[src/rtl/core/mbs_pkg.sv]
// Shared constants and types of the Modbus TCP register server.
`timescale 1ns / 1ps

package mbs_pkg;

  // Default build options.
  localparam int NUM_REGS_DEF   = 16;
  localparam int DIST_INDEX_DEF = 0;

  // Reset value of the distance register.
  localparam logic [15:0] DIST_RESET = 16'd1000;

  // Header and request limits.
  localparam logic [7:0]  LEN_MIN       = 8'd2;
  localparam logic [7:0]  LEN_MAX       = 8'd253;
  localparam logic [7:0]  LEN_FULL_REQ  = 8'd6;
  localparam logic [15:0] READ_CNT_MAX  = 16'd125;
  localparam int          HDR_BYTES     = 6;
  localparam int          BODY_KEEP     = 6;

  // Input operations.
  localparam logic OP_LINK = 1'b0;
  localparam logic OP_HOST = 1'b1;

  // Function codes and exception codes.
  localparam logic [7:0] FC_READ_HOLD  = 8'h03;
  localparam logic [7:0] FC_WRITE_ONE  = 8'h06;
  localparam logic [7:0] FC_EXC_FLAG   = 8'h80;
  localparam logic [7:0] EXC_BAD_FUNC  = 8'h01;
  localparam logic [7:0] EXC_BAD_ADDR  = 8'h02;
  localparam logic [7:0] EXC_BAD_VALUE = 8'h03;

  // Byte positions within a reply frame.
  localparam logic [5:0] POS_TID_HI  = 6'd0;
  localparam logic [5:0] POS_TID_LO  = 6'd1;
  localparam logic [5:0] POS_PID_HI  = 6'd2;
  localparam logic [5:0] POS_PID_LO  = 6'd3;
  localparam logic [5:0] POS_LEN_HI  = 6'd4;
  localparam logic [5:0] POS_LEN_LO  = 6'd5;
  localparam logic [5:0] POS_UNIT    = 6'd6;
  localparam logic [5:0] POS_PDU0    = 6'd7;
  localparam logic [5:0] POS_PDU1    = 6'd8;
  localparam logic [5:0] POS_PDU2    = 6'd9;
  localparam logic [5:0] POS_PDU3    = 6'd10;
  localparam logic [7:0] HDR_AND_UNIT = 8'd6;

  typedef enum logic [2:0] {
    ST_IDLE   = 3'b001,
    ST_DECIDE = 3'b010,
    ST_EMIT   = 3'b100
  } state_t;

  typedef enum logic [1:0] {
    MODE_PLAIN = 2'd0,
    MODE_READ  = 2'd1,
    MODE_WRITE = 2'd2
  } reply_mode_t;

endpackage

[src/rtl/core/modbus_tcp_register_server.sv]
// Modbus TCP holding-register server for one connection (functions 03 and 06).
`timescale 1ns / 1ps

// Each accepted item is one received link byte (in_op = 0) or one local
// register write (in_op = 1). The byte that completes a request body moves
// the sequencer to a decode state, and then any reply streams out one byte
// per cycle while out_ready stays high, through a one-entry output register;
// a reply has 7 + PDU length bytes. A single byte selector walks the reply
// positions and the register file under a three-state sequencer; in_ready
// is low from the decode state until the final reply byte has been loaded
// into the output register.
module modbus_tcp_register_server #(
  parameter int NUM_REGS   = mbs_pkg::NUM_REGS_DEF,
  parameter int DIST_INDEX = mbs_pkg::DIST_INDEX_DEF
) (
  input  logic        clk,
  input  logic        rst_n,
  input  logic        in_valid,
  output logic        in_ready,
  input  logic        in_op,
  input  logic [7:0]  in_rx_byte,
  input  logic [3:0]  in_host_index,
  input  logic [15:0] in_host_value,
  output logic        out_valid,
  input  logic        out_ready,
  output logic [7:0]  out_tx_byte,
  output logic        out_last
);

  localparam int IDX_W = (NUM_REGS > 1) ? $clog2(NUM_REGS) : 1;
  localparam int DIST_POS = DIST_INDEX % NUM_REGS;

  mbs_pkg::state_t      state_r, state_nxt;
  mbs_pkg::reply_mode_t mode_r, mode_nxt;

  logic [7:0]  hw_r [mbs_pkg::HDR_BYTES];
  logic [7:0]  bb_r [mbs_pkg::BODY_KEEP];
  logic [15:0] regs_r [NUM_REGS];

  logic [2:0]       fill_r, fill_nxt;
  logic             in_body_r, in_body_nxt;
  logic [7:0]       body_rem_r, body_rem_nxt;
  logic [2:0]       body_pos_r, body_pos_nxt;
  logic [7:0]       plen_r, plen_nxt;
  logic [7:0]       pdu0_r, pdu0_nxt;
  logic [7:0]       pdu1_r, pdu1_nxt;
  logic [5:0]       k_r, k_nxt;
  logic [5:0]       last_idx_r, last_idx_nxt;
  logic [IDX_W-1:0] ptr_r, ptr_nxt;
  logic             hi_r, hi_nxt;
  logic             out_valid_r, out_valid_nxt;
  logic [7:0]       out_byte_r, out_byte_nxt;
  logic             out_last_r, out_last_nxt;

  logic        accept;
  logic        link_acc;
  logic        host_acc;
  logic        hdr_bad;
  logic        hdr_done;
  logic        body_end;
  logic        emit_go;
  logic [7:0]  fc;
  logic [15:0] addr;
  logic [15:0] cnt;
  logic [16:0] span;
  logic        reg_wr;
  logic [7:0]  plen_calc;
  logic [7:0]  emit_byte;

  assign accept   = in_valid && in_ready;
  assign link_acc = accept && (in_op == mbs_pkg::OP_LINK);
  assign host_acc = accept && (in_op == mbs_pkg::OP_HOST);

  // The header check sees the five held bytes plus the incoming one.
  assign hdr_done = link_acc && !in_body_r && (fill_r == 3'd5);
  assign hdr_bad  = (hw_r[2] != 8'h00) || (hw_r[3] != 8'h00) || (hw_r[4] != 8'h00) ||
                    (in_rx_byte < mbs_pkg::LEN_MIN) || (in_rx_byte > mbs_pkg::LEN_MAX);
  assign body_end = link_acc && in_body_r && (body_rem_r == 8'd1);

  assign fc   = bb_r[1];
  assign addr = {bb_r[2], bb_r[3]};
  assign cnt  = {bb_r[4], bb_r[5]};
  assign span = {1'b0, addr} + {1'b0, cnt};

  assign emit_go = (state_r == mbs_pkg::ST_EMIT) && (!out_valid_r || out_ready);

  // Reply byte selector.
  always_comb begin
    case (k_r)
      mbs_pkg::POS_TID_HI: emit_byte = hw_r[0];
      mbs_pkg::POS_TID_LO: emit_byte = hw_r[1];
      mbs_pkg::POS_PID_HI,
      mbs_pkg::POS_PID_LO,
      mbs_pkg::POS_LEN_HI: emit_byte = 8'h00;
      mbs_pkg::POS_LEN_LO: emit_byte = plen_r + 8'd1;
      mbs_pkg::POS_UNIT:   emit_byte = bb_r[0];
      mbs_pkg::POS_PDU0:   emit_byte = pdu0_r;
      mbs_pkg::POS_PDU1:   emit_byte = pdu1_r;
      default: begin
        if (mode_r == mbs_pkg::MODE_WRITE) begin
          if (k_r == mbs_pkg::POS_PDU2) begin
            emit_byte = bb_r[3];
          end else if (k_r == mbs_pkg::POS_PDU3) begin
            emit_byte = bb_r[4];
          end else begin
            emit_byte = bb_r[5];
          end
        end else begin
          emit_byte = hi_r ? regs_r[ptr_r][15:8] : regs_r[ptr_r][7:0];
        end
      end
    endcase
  end

  // Sequencer and request decode.
  always_comb begin
    state_nxt     = state_r;
    mode_nxt      = mode_r;
    fill_nxt      = fill_r;
    in_body_nxt   = in_body_r;
    body_rem_nxt  = body_rem_r;
    body_pos_nxt  = body_pos_r;
    plen_nxt      = plen_r;
    pdu0_nxt      = pdu0_r;
    pdu1_nxt      = pdu1_r;
    k_nxt         = k_r;
    last_idx_nxt  = last_idx_r;
    ptr_nxt       = ptr_r;
    hi_nxt        = hi_r;
    out_valid_nxt = out_valid_r;
    out_byte_nxt  = out_byte_r;
    out_last_nxt  = out_last_r;
    reg_wr        = 1'b0;
    plen_calc     = 8'd2;

    if (out_valid_r && out_ready) begin
      out_valid_nxt = 1'b0;
    end

    unique case (state_r)
      mbs_pkg::ST_IDLE: begin
        if (link_acc) begin
          if (in_body_r) begin
            body_rem_nxt = body_rem_r - 8'd1;
            if (body_pos_r < 3'(mbs_pkg::BODY_KEEP)) begin
              body_pos_nxt = body_pos_r + 3'd1;
            end
            if (body_end) begin
              in_body_nxt = 1'b0;
              fill_nxt    = 3'd0;
              state_nxt   = mbs_pkg::ST_DECIDE;
            end
          end else if (hdr_done) begin
            if (!hdr_bad) begin
              in_body_nxt  = 1'b1;
              body_rem_nxt = in_rx_byte;
              body_pos_nxt = 3'd0;
              fill_nxt     = 3'd6;
            end
          end else begin
            fill_nxt = fill_r + 3'd1;
          end
        end
      end

      mbs_pkg::ST_DECIDE: begin
        mode_nxt  = mbs_pkg::MODE_PLAIN;
        k_nxt     = 6'd0;
        hi_nxt    = 1'b1;
        ptr_nxt   = addr[IDX_W-1:0];
        state_nxt = mbs_pkg::ST_EMIT;
        if (fc == mbs_pkg::FC_READ_HOLD) begin
          if (hw_r[5] < mbs_pkg::LEN_FULL_REQ) begin
            state_nxt = mbs_pkg::ST_IDLE;
          end else if ((cnt == 16'd0) || (cnt > mbs_pkg::READ_CNT_MAX)) begin
            pdu0_nxt = fc | mbs_pkg::FC_EXC_FLAG;
            pdu1_nxt = mbs_pkg::EXC_BAD_VALUE;
          end else if (span > 17'(NUM_REGS)) begin
            pdu0_nxt = fc | mbs_pkg::FC_EXC_FLAG;
            pdu1_nxt = mbs_pkg::EXC_BAD_ADDR;
          end else begin
            mode_nxt  = mbs_pkg::MODE_READ;
            pdu0_nxt  = mbs_pkg::FC_READ_HOLD;
            pdu1_nxt  = {cnt[6:0], 1'b0};
            plen_calc = 8'd2 + {cnt[6:0], 1'b0};
          end
        end else if (fc == mbs_pkg::FC_WRITE_ONE) begin
          if (hw_r[5] < mbs_pkg::LEN_FULL_REQ) begin
            state_nxt = mbs_pkg::ST_IDLE;
          end else if (addr >= 16'(NUM_REGS)) begin
            pdu0_nxt = fc | mbs_pkg::FC_EXC_FLAG;
            pdu1_nxt = mbs_pkg::EXC_BAD_ADDR;
          end else begin
            reg_wr    = 1'b1;
            mode_nxt  = mbs_pkg::MODE_WRITE;
            pdu0_nxt  = mbs_pkg::FC_WRITE_ONE;
            pdu1_nxt  = bb_r[2];
            plen_calc = 8'd5;
          end
        end else begin
          pdu0_nxt = fc | mbs_pkg::FC_EXC_FLAG;
          pdu1_nxt = mbs_pkg::EXC_BAD_FUNC;
        end
        plen_nxt     = plen_calc;
        last_idx_nxt = 6'(mbs_pkg::HDR_AND_UNIT + plen_calc);
      end

      mbs_pkg::ST_EMIT: begin
        if (emit_go) begin
          out_valid_nxt = 1'b1;
          out_byte_nxt  = emit_byte;
          out_last_nxt  = (k_r == last_idx_r);
          k_nxt         = k_r + 6'd1;
          if (k_r >= mbs_pkg::POS_PDU2) begin
            hi_nxt = !hi_r;
            if (!hi_r) begin
              ptr_nxt = ptr_r + IDX_W'(1);
            end
          end
          if (k_r == last_idx_r) begin
            state_nxt = mbs_pkg::ST_IDLE;
          end
        end
      end

      default: state_nxt = mbs_pkg::ST_IDLE;
    endcase
  end

  // Control state and the holding registers.
  always_ff @(posedge clk) begin
    if (!rst_n) begin
      state_r     <= mbs_pkg::ST_IDLE;
      fill_r      <= 3'd0;
      in_body_r   <= 1'b0;
      body_rem_r  <= 8'd0;
      body_pos_r  <= 3'd0;
      out_valid_r <= 1'b0;
      for (int i = 0; i < NUM_REGS; i++) begin
        regs_r[i] <= (i == DIST_POS) ? mbs_pkg::DIST_RESET : 16'd0;
      end
    end else begin
      state_r     <= state_nxt;
      fill_r      <= fill_nxt;
      in_body_r   <= in_body_nxt;
      body_rem_r  <= body_rem_nxt;
      body_pos_r  <= body_pos_nxt;
      out_valid_r <= out_valid_nxt;
      if (host_acc && ({1'b0, in_host_index} < 5'(NUM_REGS))) begin
        regs_r[in_host_index[IDX_W-1:0]] <= in_host_value;
      end else if (reg_wr) begin
        regs_r[addr[IDX_W-1:0]] <= cnt;
      end
    end
  end

  // Payload registers.
  always_ff @(posedge clk) begin
    mode_r     <= mode_nxt;
    plen_r     <= plen_nxt;
    pdu0_r     <= pdu0_nxt;
    pdu1_r     <= pdu1_nxt;
    k_r        <= k_nxt;
    last_idx_r <= last_idx_nxt;
    ptr_r      <= ptr_nxt;
    hi_r       <= hi_nxt;
    out_byte_r <= out_byte_nxt;
    out_last_r <= out_last_nxt;
    if (link_acc && !in_body_r) begin
      if (!hdr_done) begin
        hw_r[fill_r] <= in_rx_byte;
      end else if (hdr_bad) begin
        // Drop the oldest byte and keep waiting for a valid header.
        for (int i = 0; i < 4; i++) begin
          hw_r[i] <= hw_r[i+1];
        end
        hw_r[4] <= in_rx_byte;
      end else begin
        hw_r[5] <= in_rx_byte;
      end
    end
    if (link_acc && in_body_r && (body_pos_r < 3'(mbs_pkg::BODY_KEEP))) begin
      bb_r[body_pos_r] <= in_rx_byte;
    end
  end

  assign in_ready    = (state_r == mbs_pkg::ST_IDLE);
  assign out_valid   = out_valid_r;
  assign out_tx_byte = out_byte_r;
  assign out_last    = out_last_r;

endmodule

[config.mk]
export PLATFORM = sky130hd
export DESIGN_NAME = modbus_tcp_register_server
export DESIGN_NICKNAME = d
export VERILOG_FILES = /design/src/rtl/core/mbs_pkg.sv /design/src/rtl/core/modbus_tcp_register_server.sv
export SDC_FILE = /design/constraint.sdc
export NUM_CORES = 1
export LEC_CHECK = 0
export ABC_AREA = 1
export CAP_MARGIN = 20
export CORE_MARGIN = 1.5
export CORE_UTILIZATION = 58
export CTS_CLUSTER_DIAMETER = 120
export CTS_CLUSTER_SIZE = 10
export DETAILED_ROUTE_END_ITERATION = 8
export DONT_BUFFER_PORTS = 1
export MAX_ROUTING_LAYER = met4
export PLACE_DENSITY = 0.77
export REMOVE_ABC_BUFFERS = 1
export SLEW_MARGIN = 20
export SYNTH_ARGS = -nofsm -noshare
export SYNTH_HDL_FRONTEND = slang
export SYNTH_SLANG_ARGS = --single-unit
export TNS_END_PERCENT = 5
[constraint.sdc]
create_clock -name clk -period 4.1 [get_ports clk]
set_clock_uncertainty 0.15 [all_clocks]
set_input_delay 0.41 -clock clk [delete_from_list [all_inputs] [get_ports clk]]
set_output_delay 0.41 -clock clk [all_outputs]
set_load 0.02 [all_outputs]
* Word-level counts from Yosys, hierarchy flattened
Memory sizes are Yosys's and may differ from the RTL's. A register that Yosys moved wholly into a read port is not among the register bits. Index checks and enable logic that the tools add are counted.
Word-level totals: word-level logic and storage cells 217, bits of input ports 33, register bits after elaboration 71, bits in writable memories 352, memories kept 3
Memories:
- regs_r | depth 16, bits a word 16, rd ports 1, clocked after Yosys merged registers in 1, wr ports 16, RTL line modbus_tcp_register_server.sv:38 | logic [15:0] regs_r [NUM_REGS];
- bb_r | depth 6, bits a word 8, rd ports 6, clocked after Yosys merged registers in 0, wr ports 1, RTL line modbus_tcp_register_server.sv:37 | logic [7:0] bb_r [mbs_pkg::BODY_KEEP];
- hw_r | depth 6, bits a word 8, rd ports 6, clocked after Yosys merged registers in 0, wr ports 5, RTL line modbus_tcp_register_server.sv:36 | logic [7:0] hw_r [mbs_pkg::HDR_BYTES];
Operators by class: magnitude comparators 8, multiplexer cells 107, equal/unequal tests 32, reduce and logical (&&, ||, !) cells 41, $add $sub $neg 9, bitwise logic cells 1
Operators by type and width (number):
- 8-bit 2-to-1 mux | 28
- 3-bit 2-to-1 mux | 21
- 8-bit one-hot mux with 7 select lines | 1
- 1-bit 2-to-1 mux | 40
- 16-bit 2-to-1 mux | 2
- 16-bit OR reduction | 2
- 6-bit by 3-bit equality test with 1-bit output, second input constant | 4
- 4-bit 2-to-1 mux | 6
- 8-bit nonzero test | 3
- 6-bit by 4-bit equality test with 1-bit output, second input constant | 3
- 16-bit by 16-bit adder with 17-bit output | 1
- 17-bit by 5-bit greater-than comparator with 1-bit output, second input constant | 1
- 16-bit by 5-bit greater-or-equal comparator with 1-bit output, second input constant | 1
- 16-bit by 7-bit greater-than comparator with 1-bit output, second input constant | 1
- 16-bit logical NOT | 1
- 8-bit OR reduction | 2
- 2-bit by 1-bit != test with 1-bit output, second input constant | 7
- 6-bit by 2-bit equality test with 1-bit output, second input constant | 2
- 6-bit one-hot mux with 2 select lines | 1
- 4-bit AND reduction | 3
- 1-bit logical AND | 10
- 2-bit != test, second input constant | 5
- 5-bit AND reduction | 2
- 3-bit one-hot mux with 3 select lines | 1
- 34 further kinds | 50

* Logic depth before layout (Yosys ltp)
An unclocked memory read counts as a cell.
word-level depth 13, mapped depth 24, mapped depth without buffers 24

* Least setup slack after synthesis
Ideal clock, no wire load.
path kind reg-to-reg, start point register state_r[1], end point memory regs_r[11][0], enable pin, clock period less this slack 4.489 ns, data arrival time 3.928 ns, setup slack -0.389 ns, stages on the path, launching flop included 9, data required time 3.539 ns, library setup time 0.411 ns, buffers on the path 0, cell sequence dfxtp_1 -> inv_1 -> nor3_1 -> nand3_4 -> o21ai_4 -> inv_2 -> nor2_4 -> nand2_2 -> o21ai_0
RTL lines:
- start, declared | RTL line modbus_tcp_register_server.sv:33 | mbs_pkg::state_t state_r, state_nxt;
- start signal, assigned | RTL line modbus_tcp_register_server.sv:233 | state_r <= mbs_pkg::ST_IDLE;
- start signal, assigned | RTL line modbus_tcp_register_server.sv:243 | state_r <= state_nxt;
- end, declared | RTL line modbus_tcp_register_server.sv:38

==> out/qor.csv <==
metric,value,unit
status,completed,
synth_xor_area_share,0.508,%
top_layer,met4,
synthMuxAreaShare,0.290,%
crit_buf_inv,4,
wl_per_cell,22.2,um
synth-seq-area-share,60.6,%
cpMaxStageDelayCell,fa_1,
finalHoldViolCount,0,
drc_errors,0,
start_util,59.5,%
cp-start-kind,flip-flop,
die_h,192,um
final_cells,2604,
rr_startpoint,bb_r[3][0],
syn-cell-area,20700,um^2
seqCellArea,12500,um^2
grt_max_degree,129,
clockRootBuffer,clkbuf_16,
clock_sink_count,425,
core_area,34800,um^2
yosysTopAreaCellShare,58.3,%
fp.dieW,192,um
fp.dieArea,36800,um^2
worst_slew_pin_slew,1.12,ns
clk_pin_slew,0.06,ns
htree_levels,2,
multi_input_area,6890,um^2
cp-startpoint,bb_r[3][0],
synth_compound_gate_area_share,11.2,%
cts_tree,yes,
synth.most_common_cell,nor2_1,
whs_endpoint,in_body_r,
first_pass_iters,6,
async_flop_share,0,%
yosys.area_share.simple,19.1,%
ys_warn_count,0,
grt_pass1_vias,15200,
finalPower,9190,uW
rows,68,
crit_path_frequent_cell,nand2_1,
reg2reg_depth,23,
final_layout_size_suffix_gt1_share,8.01,%
syn_to_final_growth,10.1,%
io_pins,44,
yosys.area.top_type,edfxtp_1,
dp.cells,2510,
critPathMaxStageDelay,0.43,ns
fmax,273,MHz
avgSynthCellArea,9.84,um^2
relSlewSlack,24.9,%
dpl.hpwl,38400,um
port_buffers,0,
crit_arrival,3.86,ns
dr_wl_met2,27900,um
power.density,404,nW/um^2
period_share,89.4,%
drv_slew,0,
met1Wirelength,21400,um
cp-end-kind,flip-flop,
synth-edff-count,402,
drt_iter0_markers,1678,
post-route-min-period,3.66,ns
setup_ws,0.436,ns
synthTopCellsByArea,"edfxtp_1 58%, nor2_1 8.6%, o21ai_0 5.3%",
maxCapViolCount,0,
worst-setup-path-type,flip-flop to flip-flop,
vias,16100,
hold-path-cell-count,3,
fillers,2715,
critPathMaxFanout,8,
overflow,0,
final_cell_area,22800,um^2
r2r_slack,0.44,ns
place_ws,0.461,ns
wl_met3,5350,um
antenna_found_initial,0,
numCtsBuffers,48,
finalSetupTns,0,ns
static-leakage-power,0.00896,uW
gp_congestion,0.994,
synthTopCellsByCount,"474 x nor2_1, 402 x edfxtp_1, 230 x nand2_1",
cts_buffer_depth,3,
synth_top_family_by_area,simple AND/OR/NAND/NOR gates,
clock_latency,0.60,ns
ant_nets,0,
grt_setup_unrepaired,false,
setup_violations,0,
reg2reg_to,last_idx_r[5],
cp.depth,23,
crit_family,simple AND/OR/NAND/NOR gates,
grt_pass1_wl,87800,um
fin_nets,2183,
worstHoldStart,in_op,
required,4.30,ns
dpl_cell_area,21300,um^2
cp_cell_sequence,"ha_1, fa_1, nand2_1, inv_1, nand2_1, nand2_1, nand3_1, nand3_1, nand2_1, nand2_1, nor2_1, nand2_1, nor2_1, nand3_1, nor2_1, a21oi_1, inv_1, ha_1, inv_1, nand3_1, nand2_1, nand2_1, inv_1",
synth_cells,2102,
peakVddDrop,458,uV
ys_types,53,
vias_per_cell,6.18,
synthAdderAreaFrac,2.09,%
hold_class,primary input to flip-flop,
wl,57900,um
ys_seq_elements,425,
ys.flop_type,edfxtp_1,
track_usage,33.0,%
[sequential cells by signal (all words and copies together) (netlist names), 4 cells and up, named ones only]
name and count:
bb_r 48, body_rem_r 8, hw_r 47, k_r 6, last_idx_r 6, out_tx_byte 8, pdu0_r 8, pdu1_r 8
plen_r 7, ptr_r 4, regs_r 256
[cells in the final DEF (no fill, tap or decap), types with 3 or more instances in the layout]
master,instances
nor2_1,474
dfxtp_1,21
xor2_1,7
o211ai_1,10
xnor2_1,5
o21ai_4,4
dlygate4sd3_1,11
nand3_1,89
nand2_1,230
ha_1,33
o2111ai_1,3
a31oi_1,14
nand2_2,11
or2_2,3
nand3_4,3
nand4_1,24
inv_1,190
and2_1,5
nand3_2,3
nor2_4,8
o21ai_0,217
buf_4,63
clkbuf_1,29
a21oi_1,49
a221oi_1,5
edfxtp_1,402
o22ai_1,27
inv_2,8
nor3_1,50
clkbuf_16,48
mux2i_1,4
nor4_1,13
o221ai_1,43
[worst max-delay path by stage]
stage / slack (ns) / end
after CTS: 0.45 / regs_r[13][13]
after floorplan: -1.43 / out_tx_byte[4]
final: 0.44 / last_idx_r[5]
after detailed placement: 0.46 / regs_r[13][2]
after global routing: 0.10 / last_idx_r[3]
after global placement: 0.58 / last_idx_r[5]
[logic make-up after synthesis]
group | count (synthesis)
xor+xnor | 12
buf+inv | 314
fa+ha+maj | 34
simple gates | 921
mux | 6
compound gates | 390
flops | 425
[repair_timing]
action	CTS	global route
gates resized for setup	0	0
hold buffers	11	0
setup endpoints to repair	0	0
setup buffers	0	0
hold endpoints to repair	113	0
[per-layer routing]
| metal | GRT usage, % | vias up |
|---|---|---|
| met4 | 17.1 | 0 |
| met3 | 4.29 | 188 |
| met1 | 41.5 | 7619 |
| li1 | - | 7328 |
| met2 | 52.7 | 956 |
| met5 | - | - |
[final cells by class]
class	count	share of cell area, %
sequential	425	55.0
multi-input combinational	1363	30.3
clock buffer	77	5.75
inverter	202	3.34
timing repair buffer	76	2.74
tap	455	2.50
clock inverter	4	0.341
antenna	2	0.0220
[through the flow]
step,util (%),hold WS [ns]
global route,65.4,0.0845
detailed placement,61.1,0.286
finish,65.4,0.0489
global placement,61.1,0.285
CTS,65.4,0.0279
floorplan,-,0.268
[where the power goes]
| group | leakage, uW | internal [uW] | switching, uW | total [uW] |
|---|---|---|---|---|
| logic | 0.00421 | 103 | 315 | 418 |
| clock network | 0.000657 | 2190 | 1680 | 3870 |
| registers | 0.00410 | 4860 | 43.5 | 4900 |
| total | 0.00896 | 7150 | 2040 | 9190 |
[worst reg2reg max path, stage by stage (launching register included)]
cell and delay (ns):
edfxtp_1 0.41, ha_1 0.28, fa_1 0.44, nand2_1 0.10
inv_1 0.05, nand2_1 0.07, nand2_1 0.08, nand3_1 0.09
nand3_1 0.07, nand2_1 0.06, nand2_1 0.05, nor2_1 0.08
nand2_1 0.07, nor2_1 0.12, nand3_1 0.29, nor2_1 0.34
a21oi_1 0.13, inv_1 0.10, ha_1 0.17, inv_1 0.06
nand3_1 0.08, nand2_1 0.05, nand2_1 0.06, inv_1 0.04
Power figures use the tool's default switching activity.
